[src/rtl/conv2d_same_zero_pad_macros.svh]
// assertion helpers
`ifndef CONV2D_SAME_ZERO_PAD_MACROS_SVH
`define CONV2D_SAME_ZERO_PAD_MACROS_SVH
`define C2D_ASSERT_IMPL(lbl, clk, rst, a, c, msg) \
   lbl: assert property (@(posedge clk) disable iff (rst) (a) |-> (c)) else $error(msg);
`define C2D_ASSERT_NEXT(lbl, clk, rst, a, c, msg) \
   lbl: assert property (@(posedge clk) disable iff (rst) (a) |=> (c)) else $error(msg);
`endif

[src/rtl/c2d_pkg.sv]
// ----------------------------------------------------------------------------
// c2d_pkg
// shared types and constants of the same-size convolution
// ----------------------------------------------------------------------------
package c2d_pkg;
   localparam int MAX_WIDTH_DEF  = 1024;
   localparam int MAX_HEIGHT_DEF = 1024;
   localparam int MAX_KERNEL_DEF = 5;
   localparam int PIXEL_BITS     = 16;
   localparam int COEF_BITS      = 16;
   localparam int RESULT_BITS    = 36;
   localparam int CFG_BITS       = 11;
   localparam int QUEUE_DEPTH    = 4;

   localparam logic [1:0] FUNC_COEF   = 2'd0;
   localparam logic [1:0] FUNC_PIXEL  = 2'd1;
   localparam logic [1:0] FUNC_DRAIN  = 2'd2;
   localparam logic [1:0] FUNC_UNUSED = 2'd3;

   localparam logic [1:0] REG_WIDTH    = 2'd0;
   localparam logic [1:0] REG_HEIGHT   = 2'd1;
   localparam logic [1:0] REG_KHEIGHT  = 2'd2;
   localparam logic [1:0] REG_KWIDTH   = 2'd3;

   typedef enum logic [1:0] {
      ST_IDLE,
      ST_GATHER,
      ST_SUM,
      ST_SEND
   } back_state_type;
endpackage

[src/rtl/c2d_front.sv]
// ----------------------------------------------------------------------------
// c2d_front
// accepts beats, drops ignored beats, queues the rest in order for the back
// ----------------------------------------------------------------------------
module c2d_front #(
   parameter int NCOEF      = 25
) (
   input  logic                        clock,
   input  logic                        reset,
   input  logic                        req_valid,
   output logic                        req_stall,
   input  logic [1:0]                  req_func,
   input  logic [4:0]                  req_coef_index,
   input  logic signed [15:0]          req_sample,
   output logic                        q_valid,
   output logic [1:0]                  q_func,
   output logic [4:0]                  q_index,
   output logic signed [15:0]          q_data,
   input  logic                        q_take
);
   localparam int QD = c2d_pkg::QUEUE_DEPTH;
   localparam int QA = $clog2(QD);
   localparam int QW = 2 + 5 + c2d_pkg::PIXEL_BITS;
   logic [QW-1:0] mem_ff [QD];
   logic [QW-1:0] rd_word;
   logic [QA-1:0] wp_ff, rp_ff;
   logic [QA:0]   cnt_ff, cnt_in;
   logic          acc, push, keep_coef;

   assign req_stall = (cnt_ff == (QA+1)'(QD));
   assign acc       = req_valid && !req_stall;
   // unused func code and out-of-range coefficient index are taken and dropped
   assign keep_coef = req_func == c2d_pkg::FUNC_COEF && 32'(req_coef_index) < NCOEF;
   assign push      = acc && (keep_coef || req_func == c2d_pkg::FUNC_PIXEL ||
                              req_func == c2d_pkg::FUNC_DRAIN);
   assign q_valid   = cnt_ff != '0;
   assign rd_word   = mem_ff[rp_ff];
   assign q_func    = rd_word[QW-1 -: 2];
   assign q_index   = rd_word[QW-3 -: 5];
   assign q_data    = rd_word[15:0];
   assign cnt_in    = cnt_ff + (QA+1)'(push) - (QA+1)'(q_take);

   always_ff @(posedge clock) begin
      if (reset) begin
         wp_ff <= '0; rp_ff <= '0; cnt_ff <= '0;
      end else begin
         if (push) wp_ff <= wp_ff + QA'(1);
         if (q_take) rp_ff <= rp_ff + QA'(1);
         cnt_ff <= cnt_in;
      end
      if (push) mem_ff[wp_ff] <= {req_func, req_coef_index, req_sample};
   end
endmodule

[config.mk]
export PLATFORM = sky130hd
export DESIGN_NAME = c2d_front
export DESIGN_NICKNAME = d
export VERILOG_FILES = /design/src/rtl/conv2d_same_zero_pad_macros.svh /design/src/rtl/c2d_pkg.sv /design/src/rtl/c2d_front.sv
export SDC_FILE = /design/constraint.sdc
export NUM_CORES = 1
export LEC_CHECK = 0
export BUFFER_PORTS_ARGS = -buffer_cell sky130_fd_sc_hd__buf_2
export CAP_MARGIN = 20
export CORE_MARGIN = 1
export CORE_UTILIZATION = 50
export CTS_CLUSTER_DIAMETER = 120
export DETAILED_ROUTE_END_ITERATION = 8
export PLACE_DENSITY = 0.71
export SKIP_LAST_GASP = 1
export SLEW_MARGIN = 20
export SYNTH_ARGS = -nofsm -noshare
export SYNTH_HDL_FRONTEND = slang
export SYNTH_SLANG_ARGS = --single-unit
[constraint.sdc]
create_clock -name clock -period 5 [get_ports clock]
set_input_delay 1.25 -clock clock [delete_from_list [all_inputs] [get_ports clock]]
set_output_delay 1.25 -clock clock [all_outputs]
set_load 0.02 [all_outputs]
-- After elaboration in Yosys (flattened, before gate mapping)
Memory sizes are Yosys's and may differ from the RTL's. A register that Yosys moved wholly into a read port is not among the register bits.
Index checks and enable logic that the tools add are counted.
- reduce and logical (&&, ||, !) cells: 8
- mux-type cells: 4
- add/subtract/negate cells: 4
- equal/unequal tests: 3
- $lt $le $gt $ge: 1
- operators by type and width (kind ; number):
    less-than comparator 5 bit, second input constant ; 1
    adder 2 x 1 -> 2 bit, second input constant ; 2
    two-way mux 2 bit ; 2
    adder 3 x 1 -> 3 bit ; 1
    equality test 3 bit, second input constant ; 1
    logical AND 1 bit ; 3
    nonzero test 3 bit ; 1
    subtractor 3 x 1 -> 3 bit ; 1
    equality test 2 x 1 -> 1 bit, second input constant ; 1
    equality test 2 bit, second input constant ; 1
    logical NOT 2 bit ; 1
    logical OR 1 bit ; 2
    two-way mux 1 bit ; 2
    logical NOT 1 bit ; 1
- output and inout port bits: 25
- memory bits (writable): 92
- memories: 1
- input port bits: 27
- bits in registers: 7
- memory list (name ; words ; width ; rd ports ; clocked after Yosys merged registers in ; write ports ; RTL line ; RTL):
    mem_ff ; 4 ; 23 ; 1 ; 1 ; 1 ; c2d_front.sv:24 ; logic [QW-1:0] mem_ff [QD];

-- Logic depth before layout (Yosys ltp)
Gate-level depths: netlist of the first run.
- word-level depth: 7
- mapped depth: 11

-- Worst setup path after synthesis of the first run
No wires, ideal clock.
- kind: in2reg
- start: input req_coef_index[1]
- end: register cnt_ff[2]
- data required time: 4922 ps
- cell stages on the path: 11
- library setup time: 78 ps
- arrival time: 3277 ps
- setup slack: 1645 ps
- path through: or3_4 -> a211oi_4 -> inv_1 -> ha_1 -> inv_1 -> ha_1 -> inv_1 -> fa_1 -> xor2_1 -> and2_1 -> nor3_1
- cells in the longest elaborated chain, start to end: 7
- RTL lines (what ; RTL line ; RTL):
    start, declared ; c2d_front.sv:13 ; input logic [4:0] req_coef_index,
    less-than comparator 5 bit ; c2d_front.sv:33 ; assign keep_coef = req_func == c2d_pkg::FUNC_COEF && 32'(req_coef_index) < NCOEF;
    logical AND 1 bit ; c2d_front.sv:33 ;
    logical OR 1 bit (2 in a row) ; c2d_front.sv:34 ; assign push = acc && (keep_coef || req_func == c2d_pkg::FUNC_PIXEL ||
    logical AND 1 bit ; c2d_front.sv:34 ;
    adder 3 x 1 -> 3 bit ; c2d_front.sv:41 ; assign cnt_in = cnt_ff + (QA+1)'(push) - (QA+1)'(q_take);
    subtractor 3 x 1 -> 3 bit ; c2d_front.sv:41 ;
    end signal, assigned ; c2d_front.sv:49 ; cnt_ff <= cnt_in;
    end, declared ; c2d_front.sv:27 ; logic [QA:0] cnt_ff, cnt_in;
Every way passes these cells.
A chain may end at the register's enable or synchronous reset.

==> results.py, run 1 <==
metrics = {
    "run_status": {
        "status": "completed",
    },
    "clocking": {
        "cts_buffer_depth": 2,
        "cts_sinks": 101,
        "ctsResizeCount": 0,
        "clk_pin_slew_ns": 0.09,
        "post_cts_buffers": 0,
        "cts_tree": "yes",
        "cts_buffers": 9,
        "cts_root_buffer": "clkbuf_8",
        "insertion_delay_ns": 0.35,
        "htree_levels": 3,
        "hold_buffers": 0,
    },
    "critical_path": {
        "path_class": "flip-flop to primary output",
        "crit_path_max_fanout": 23,
        "r2r_start": "cnt_ff[1]",
        "worstPathArrival_ns": 2.03,
        "cp-start-kind": "flip-flop",
        "crit_path_end_kind": "primary output",
        "crit_required_ns": 3.75,
    },
    "cells_and_area": {
        "syn_to_final_growth_pct": 15.9,
        "fin_area_um2": 4420,
        "fillers": 565,
        "drive_above_1_share": 0.428,
        "num_antenna_cells": 0,
        "nets": 265,
    },
    "floorplan": {
        "core_um2": 7290,
        "die_width_um": 89.3,
        "io_pins": 52,
        "die_h_um": 89.3,
        "placementRows": 31,
        "dieArea_um2": 7970,
        "initial_core_util": 0.522,
    },
    "yosys": {
        "syn_avg_cell_area_um2": 22.4,
        "syn_nets": 204,
        "synth-edff-count": 92,
        "synth_largest_area_cell": "edfxtp_1",
        "synthesis.area_um2": 3810,
        "ys_top_cells_by_count": "edfxtp_1, mux4_2, dfxtp_1",
        "synthCells": 170,
        "synthDominantCellAreaShare": 0.725,
        "synth_seq_cells": 101,
        "yosys-top-cells-area": "edfxtp_1, mux4_2, dfxtp_1, ha_1, and2_1",
        "synthMostInstantiatedCell": "edfxtp_1",
        "ys_async_sr_fraction": 0,
        "synth_ff_type": "edfxtp_1",
        "ys_types": 25,
        "ys_seq_area_frac": 0.772,
        "synth_warnings": 0,
    },
    "sta": {
        "final.min_clock_period_ns": 3.28,
        "hold_viol": 0,
        "clock_skew_ns": 0.00820,
        "tns_ns": 0,
        "period_share": 0.655,
        "slew_headroom": 0.445,
        "drv_slew": 0,
        "tightest_slew_ns": 0.833,
        "setup_violations": 0,
        "max_freq_mhz": 305,
        "rsz0062_at_grt": "no",
    },
    "drt": {
        "num_vias": 1712,
        "wl_mm": 5.85,
        "wl_per_cell_um": 17.5,
        "avgViaCountPerCell": 5.11,
        "drt_iter0_markers": 96,
        "firstDrtPassIters": 4,
        "ant_nets": 0,
        "drc": 0,
    },
    "placement": {
        "place_area_um2": 4200,
        "dpl.hpwl_mm": 3.73,
        "port_buffers": 51,
        "gp_congestion": 0.674,
    },
    "global_routing": {
        "use_met2": 0.265,
        "grt_overflow": 0,
        "grt-busiest-layer": "met2",
        "grt_util_met1": 0.217,
        "antenna_found_initial": 0,
        "use_met3": 0.0305,
        "grt_max_degree": 24,
        "grt_usage": 0.165,
        "grt_pass1_wl_mm": 9.05,
        "grt_pass1_vias": 1735,
    },
    "hold_path": {
        "min-delay-path-class": "flip-flop to flip-flop",
        "worstHoldStart": "wp_ff[1]",
    },
    "power": {
        "vdd_drop_max_mv": 0.279,
        "power.density_nw_per_um2": 421,
        "p_leak_nw": 1.52,
    },
    "job": {
        "max_cap_viol_count": 0,
    },
}
==> registers in the layout, indices dropped and copies added, names as in the netlist, named ones only <==
| register | cells |
|---|---|
| cnt_ff | 3 |
| mem_ff | 92 |
| rp_ff | 2 |
| wp_ff | 2 |
==> area by class of cell <==
cell class | count | area [um2] | share of cell area
multi-input combinational | 58 | 822 | 0.186
inverter | 5 | 18.8 | 0.00425
clock buffer | 10 | 128 | 0.0289
sequential | 101 | 2940 | 0.667
timing repair buffer | 56 | 293 | 0.0663
clock inverter | 6 | 86.3 | 0.0196
tap | 99 | 124 | 0.0281
==> power breakdown <==
part,internal [W],switching (W),leakage (nW)
clock network,0.000282,0.000261,0.107
logic,0.000125,0.000161,0.502
registers,0.000993,0.0000376,0.912
total,0.00140,0.000459,1.52
==> per-layer routing <==
| layer | wire [um] | up-vias |
|---|---|---|
| li1 | - | 806 |
| met1 | 2640 | 867 |
| met2 | 2970 | 31 |
| met3 | 151 | 8 |
| met4 | 89 | 0 |
| met5 | 0 | - |
==> placed cells by master, fill, tap and decap left out <==
cell        synthesis  final
mux4_2             23     23
buf_2               3     51
and2_1              5      5
clkinv_2            0      2
nor3b_2             1      1
nand2b_1            2      2
and4bb_2            1      1
dfxtp_1             9      8
inv_1               5      5
ha_1                6      6
clkinvlp_4          0      1
nor2b_1             1      1
mux2_4              1      1
or3_1               1      1
a211oi_4            1      1
xnor2_1             1      1
edfxtp_1           92     92
inv_6               0      1
a21bo_2             1      1
dfxtp_2             0      1
buf_4               0      5
clkbuf_1            1      1
bufinv_16           0      2
xor2_1              2      2
clkbuf_8            0      9
or3_4               1      1
nand2_1             1      1
fa_1                1      1
nor2_1              7      7
nor3_1              1      1
mux2i_1             1      1
==> critical path, stage by stage, from the launching register on <==
cell     delay, ns
dfxtp_2       0.88
mux4_2        0.60
buf_2         0.18
==> final timing paths <==
kind                     end  slack, ns  depth (start not counted)
hold reg to reg     wp_ff[1]       0.54                          2
hold / removal      wp_ff[1]       0.54                          2
setup / recovery  q_index[4]       1.72                          2
setup reg to reg   cnt_ff[2]       2.69                         11
==> logic make-up (layout without fill, tap and decap cells) <==
group	count (synthesis)	after routing	synth area share
AO/OA/AOI/OAI	2	2	0.00788
flip-flops	101	101	0.772
multiplexers	25	25	0.143
AND/OR/NAND/NOR	21	21	0.0335
buffers and inverters	11	77	0.0118
XOR/XNOR	3	3	0.00690
adder cells (fa/ha/maj)	7	7	0.0250
==> per-stage QoR <==
stage	setup WS (ns)	hold WS, ns	power, W	std cells	util
after floorplan	1.65	0.482	0.00124	170	-
after global placement	1.42	0.504	0.00134	319	0.576
after detailed placement	1.33	0.527	0.00134	319	0.576
after CTS	1.64	0.545	0.00188	335	0.606
after global routing	1.54	0.571	0.00194	335	0.606
final	1.72	0.535	0.00186	335	0.606
No activity file was read; power rests on OpenSTA's default activity.
==> inputs of run 2 (changes only) <==
--- a/config.mk
+++ b/config.mk
@@ -5,6 +5,7 @@
 export SDC_FILE = /design/constraint.sdc
 export NUM_CORES = 1
 export LEC_CHECK = 0
+export ABC_AREA = 1
 export BUFFER_PORTS_ARGS = -buffer_cell sky130_fd_sc_hd__buf_2
 export CAP_MARGIN = 20
 export CORE_MARGIN = 1
==> constraint.sdc (replaced) <==
create_clock -name clock -period 3.05 [get_ports clock]
set_input_delay 0.7625 -clock clock [delete_from_list [all_inputs] [get_ports clock]]
set_output_delay 0.7625 -clock clock [all_outputs]
set_load 0.02 [all_outputs]
==> results.py, run 2 <==
metrics = {
    "run_status": {
        "status": "completed",
    },
    "job": {
        "max_cap_viol_count": 0,
    },
    "sta": {
        "tightest_slew_ns": 0.482,
        "hold_viol": 0,
        "period_share": 0.826,
        "final.min_clock_period_ns": 2.52,
        "setup_violations": 0,
        "max_freq_mhz": 397,
        "tns_ns": 0,
        "rsz0062_at_grt": "no",
        "clock_skew_ns": 0.00673,
        "slew_headroom": 0.678,
        "whs_ns": 0.452,
        "drv_slew": 0,
    },
    "placement": {
        "gp_congestion": 0.832,
        "place_inst": 436,
        "port_buffers": 51,
        "dpl.hpwl_mm": 4.58,
    },
    "global_routing": {
        "grt_pass1_vias": 2323,
        "antenna_found_initial": 0,
        "grt_pass1_wl_mm": 12.0,
        "grt_overflow": 0,
        "grt_usage": 0.194,
        "grt_max_degree": 47,
    },
    "power": {
        "clockPowerShare": 0.249,
        "seq_power_share": 0.574,
        "p_leak_nw": 1.64,
        "p_int_w": 0.00210,
        "vdd_drop_max_mv": 0.394,
        "power.density_nw_per_um2": 655,
        "pwr-share-comb": 0.177,
        "p_sw_frac": 0.284,
        "switching_power_w": 0.000833,
    },
    "clocking": {
        "cts_sinks": 101,
        "cts_buffer_depth": 2,
        "cts_tree": "yes",
        "htree_levels": 3,
        "cts_root_buffer": "clkbuf_8",
        "hold_buffers": 0,
        "cts_buffers": 9,
        "ctsResizeCount": 0,
        "insertion_delay_ns": 0.36,
        "post_cts_buffers": 0,
        "clk_pin_slew_ns": 0.09,
    },
    "cells_and_area": {
        "multi_input_area_um2": 822,
        "top_regs": "mem_ff (92), cnt_ff (3)",
        "final_cells": 452,
        "drive_above_1_share": 0.241,
        "post-route-util": 0.601,
        "top_register": "mem_ff",
        "syn_to_final_growth_pct": 13.7,
        "fillers": 612,
        "nets": 382,
        "num_antenna_cells": 0,
        "final_cell_mix": "edfxtp_1, nor2_1, buf_2",
        "largest_register_ffs": 92,
        "final_common_cell": "edfxtp_1",
        "regArea_um2": 2940,
    },
    "floorplan": {
        "die_h_um": 90.7,
        "core_um2": 7450,
        "io_pins": 52,
        "die_width_um": 90.7,
        "initial_core_util": 0.528,
        "dieArea_um2": 8230,
        "placementRows": 31,
    },
    "yosys": {
        "synth_largest_area_cell": "edfxtp_1",
        "synth_warnings": 0,
        "synth_ff_type": "edfxtp_1",
        "synthCells": 290,
        "ys_types": 22,
        "ys_async_sr_fraction": 0,
        "syn_avg_cell_area_um2": 13.6,
        "synthMostInstantiatedCell": "edfxtp_1",
        "ys_top_cells_by_count": "edfxtp_1, nor2_1, o21ai_0",
        "synth_seq_cells": 101,
        "synthDominantCellAreaShare": 0.702,
        "synth-edff-count": 92,
        "synthesis.area_um2": 3930,
        "ys_seq_area_frac": 0.748,
        "yosys-top-cells-area": "edfxtp_1, nor2_1, dfxtp_1, o21ai_0, o22ai_1",
        "syn_nets": 324,
    },
    "critical_path": {
        "cp-start-kind": "flip-flop",
        "r2r_start": "cnt_ff[1]",
        "crit_required_ns": 2.29,
        "crit_path_max_fanout": 46,
        "path_class": "flip-flop to primary output",
        "worstPathArrival_ns": 1.76,
        "crit_path_end_kind": "primary output",
    },
    "drt": {
        "avgViaCountPerCell": 5.24,
        "route.met2.wl_mm": 3.66,
        "ant_nets": 0,
        "num_vias": 2370,
        "wl_per_cell_um": 16.1,
        "wl_met3_um": 273,
        "top_layer": "met4",
        "wl_met1_mm": 3.23,
        "drc": 0,
        "wl_mm": 7.30,
        "firstDrtPassIters": 4,
        "drt_iter0_markers": 144,
    },
    "hold_path": {
        "min-delay-path-class": "flip-flop to flip-flop",
        "worstHoldStart": "rp_ff[1]",
    },
}
[run 2: cell count changes in the layout (fill, tap and decap cells not counted), sizes merged, moves of 3 or more]
cell and change:
nor2 +54, o22ai +23, buf +4, inv +13, clkinv +3, a21oi +3, o21ai +49, and2 -5
mux4 -23, nand2 +12
[run 2: cell families after synthesis]
| group | synth area share |
|---|---|
| AO/OA/AOI/OAI | 0.106 |
| XOR/XNOR | 0.00223 |
| adder cells (fa/ha/maj) | 0.0242 |
| buffers and inverters | 0.0455 |
| flip-flops | 0.748 |
| AND/OR/NAND/NOR | 0.0744 |
[run 2: area by class of cell]
type                       count  area share
clock buffer                   9      0.0277
clock inverter                 7     0.00923
inverter                      18      0.0162
multi-input combinational    158       0.184
sequential                   101       0.658
tap                           99      0.0277
timing repair buffer          60      0.0777
[run 2: path summary, 6_finish.rpt]
path | to | slack [ns] | depth (start not counted)
worst max register to register | cnt_ff[2] | 1.00 | 11
worst max-delay path | q_data[5] | 0.53 | 5
worst min register to register | flip-flop | 0.45 | 1
worst min-delay path | flip-flop | 0.45 | 1
[run 2: stage by stage]
stage,power [W],setup WS [ns],area (um2)
6_report,0.00293,0.531,4470
4_1_cts,0.00295,0.505,4470
2_1_floorplan,0.00205,0.553,3930
5_1_grt,0.00306,0.348,4470
3_3_place_gp,0.00222,0.592,4310
3_5_place_dp,0.00224,0.490,4310
[run 2: power by group through the flow]
stage / Clock, W / Combinational, W / Sequential, W
2_1_floorplan: 0 / 0.000340 / 0.00171
3_3_place_gp: 0 / 0.000508 / 0.00171
3_5_place_dp: 0 / 0.000524 / 0.00172
4_1_cts: 0.000742 / 0.000525 / 0.00168
5_1_grt: 0.000790 / 0.000575 / 0.00169
6_report: 0.000729 / 0.000519 / 0.00168
[run 2: critical path: stages, from the launching register on]
cell,delay (ns)
dfxtp_1,0.32
buf_4,0.24
inv_6,0.32
nor2_1,0.09
o22ai_1,0.20
buf_2,0.20
[run 2: metal layers]
| layer | vias to the layer above | global-route usage |
|---|---|---|
| li1 | 1161 | - |
| met1 | 1133 | 0.250 |
| met2 | 61 | 0.312 |
| met3 | 15 | 0.0362 |
| met4 | 0 | 0.106 |
| met5 | - | 0 |
==> inputs of run 3 (changes only) <==
--- a/config.mk
+++ b/config.mk
@@ -5,14 +5,14 @@
 export SDC_FILE = /design/constraint.sdc
 export NUM_CORES = 1
 export LEC_CHECK = 0
-export ABC_AREA = 1
+export ABC_AREA = 0
 export BUFFER_PORTS_ARGS = -buffer_cell sky130_fd_sc_hd__buf_2
 export CAP_MARGIN = 20
 export CORE_MARGIN = 1
 export CORE_UTILIZATION = 50
 export CTS_CLUSTER_DIAMETER = 120
 export DETAILED_ROUTE_END_ITERATION = 8
-export PLACE_DENSITY = 0.71
+export PLACE_DENSITY = 0.74
 export SKIP_LAST_GASP = 1
 export SLEW_MARGIN = 20
 export SYNTH_ARGS = -nofsm -noshare
==> constraint.sdc (replaced) <==
create_clock -name clock -period 2.08 [get_ports clock]
set_input_delay 0.52 -clock clock [delete_from_list [all_inputs] [get_ports clock]]
set_output_delay 0.52 -clock clock [all_outputs]
set_load 0.02 [all_outputs]
==> results.py, run 3 (same netlist as run 1, synthesis figures left out) <==
metrics = {
    "run_status": {
        "status": "finished with violations",
        "violations": "setup timing",
    },
    "global_routing": {
        "grt_max_degree": 24,
        "grt_overflow": 0,
        "grt_pass1_wl_mm": 10.0,
        "antenna_found_initial": 0,
        "grt_usage": 0.182,
        "grt_pass1_vias": 1990,
    },
    "hold_path": {
        "hold_path_end": "mem_ff[0][9]",
        "min-delay-path-class": "input pin to flip-flop",
        "worstHoldStart": "req_sample[9]",
        "min_path_cells": 1,
    },
    "sta": {
        "rsz0062_at_grt": "yes",
        "hold_viol": 0,
        "slew_headroom": 0.775,
        "clock_skew_ns": 0.0116,
        "layout_setup_ws_ns": -0.227,
        "drv_slew": 0,
        "tightest_slew_ns": 0.336,
        "tns_ns": -2.19,
        "final.min_clock_period_ns": 2.31,
        "period_share": 1.11,
        "setup_violations": 21,
        "max_freq_mhz": 434,
    },
    "cells_and_area": {
        "top_regs": "mem_ff (92), cnt_ff (3)",
        "largest_register_ffs": 92,
        "syn_to_final_growth_pct": 30.2,
        "nets": 291,
        "final_common_cell": "edfxtp_1",
        "drive_above_1_share": 0.538,
        "num_antenna_cells": 0,
        "final_cells": 361,
        "final_cell_mix": "edfxtp_1, buf_2, mux4_2, buf_6, buf_4",
        "top_register": "mem_ff",
    },
    "power": {
        "switching_power_w": 0.00123,
        "p_leak_nw": 1.76,
        "power.density_nw_per_um2": 1000,
        "vdd_drop_max_mv": 0.652,
        "p_sw_frac": 0.247,
        "seq_power_share": 0.496,
        "clockPowerShare": 0.295,
        "pwr-share-comb": 0.210,
        "p_int_w": 0.00373,
    },
    "placement": {
        "port_buffers": 51,
        "gp_congestion": 0.715,
        "place_inst": 338,
        "dpl.hpwl_mm": 4.06,
    },
    "drt": {
        "drt_iter0_markers": 102,
        "firstDrtPassIters": 4,
        "avgViaCountPerCell": 5.22,
        "wl_per_cell_um": 18.3,
        "ant_nets": 0,
        "wl_mm": 6.59,
        "drc": 0,
        "num_vias": 1884,
    },
    "critical_path": {
        "crit_path_max_fanout": 2,
        "crit_path_end_kind": "flip-flop",
        "crit_required_ns": 2.37,
        "rrSetupSlack_ns": -0.13,
        "cp-start-kind": "input pin",
        "worstPathArrival_ns": 2.60,
        "path_class": "input pin to flip-flop",
        "r2r_start": "cnt_ff[2]",
        "timing.rr.end": "cnt_ff[2]",
        "rr_worst_depth": 11,
    },
    "clocking": {
        "cts_buffers": 9,
        "cts_root_buffer": "clkbuf_8",
        "clk_pin_slew_ns": 0.10,
        "insertion_delay_ns": 0.36,
        "cts_buffer_depth": 2,
        "cts_sinks": 101,
        "hold_buffers": 0,
        "cts_tree": "yes",
        "htree_levels": 3,
    },
    "floorplan": {
        "core_um2": 7290,
        "io_pins": 52,
        "die_width_um": 89.3,
        "die_h_um": 89.3,
        "placementRows": 31,
        "initial_core_util": 0.522,
        "dieArea_um2": 7970,
    },
    "job": {
        "max_cap_viol_count": 0,
    },
}
run 3: cell count changes in the layout (fill, tap and decap cells not counted), moves of 17 or more:
| cell | delta |
|---|---|
| nor2_1 | -49 |
| o21ai_0 | -32 |
| buf_2 | -23 |
| buf_6 | +23 |
| mux4_2 | +23 |
| o22ai_1 | -23 |
| o21ai_1 | -17 |
run 3: power by group through the flow:
stage	Clock [W]	Sequential, W	Combinational (W)
after detailed placement	0	0.00249	0.000820
after global routing	0.00155	0.00247	0.00112
final	0.00146	0.00246	0.00104
after CTS	0.00148	0.00245	0.000970
after global placement	0	0.00249	0.000814
after floorplan	0	0.00248	0.000506
run 3: what timing repair did:
item	in CTS	in global routing
resized for setup	41	20
setup endpoints to repair	22	25
cloned	2	0
pin swaps	1	5
buffers inserted	4	3
endpoints found under the hold margin	0	0
run 3: worst max-delay path: stages:
cell and delay, ns:
buf_6 0.09, or3_4 0.39, a211oi_4 0.26, inv_2 0.07, ha_4 0.22, inv_2 0.06, ha_4 0.13, inv_4 0.03
fa_2 0.39, xor2_2 0.16, and2_4 0.14, nor3_2 0.14
run 3: metal layers:
layer	global-route usage	routed length [um]	up-vias
li1	-	-	866
met1	0.219	2740	946
met2	0.306	3480	55
met3	0.0443	204	17
met4	0.0938	159	0
met5	0	0	-
run 3: worst max-delay path by stage:
stage / start / to / slack [ns]
floorplan: req_coef_index[1] / cnt_ff[2] / -0.47
global placement: req_coef_index[1] / cnt_ff[2] / -0.52
detailed placement: req_coef_index[1] / cnt_ff[2] / -0.57
CTS: req_coef_index[1] / cnt_ff[2] / -0.20
global route: req_coef_index[2] / cnt_ff[2] / -0.30
finish: req_coef_index[2] / cnt_ff[2] / -0.23
run 3: final cells by class:
type	instances	area, um2
fillers	493	2330
flip-flops and latches	101	2950
repair buffers	82	754
clock buffers	9	124
multi-input cells	58	870
inverters	5	21.3
well taps	99	124
clock inverters	7	120
run 3: through the flow:
stage	total power (W)	worst slack (ns)	util	hold slack, ns	instance area, um2
finish	0.00496	-0.227	0.680	0.365	4960
global route	0.00514	-0.304	0.680	0.353	4960
CTS	0.00489	-0.198	0.669	0.351	4880
detailed placement	0.00331	-0.569	0.605	0.511	4410
global placement	0.00330	-0.516	0.605	0.505	4410
floorplan	0.00298	-0.472	-	0.482	3820
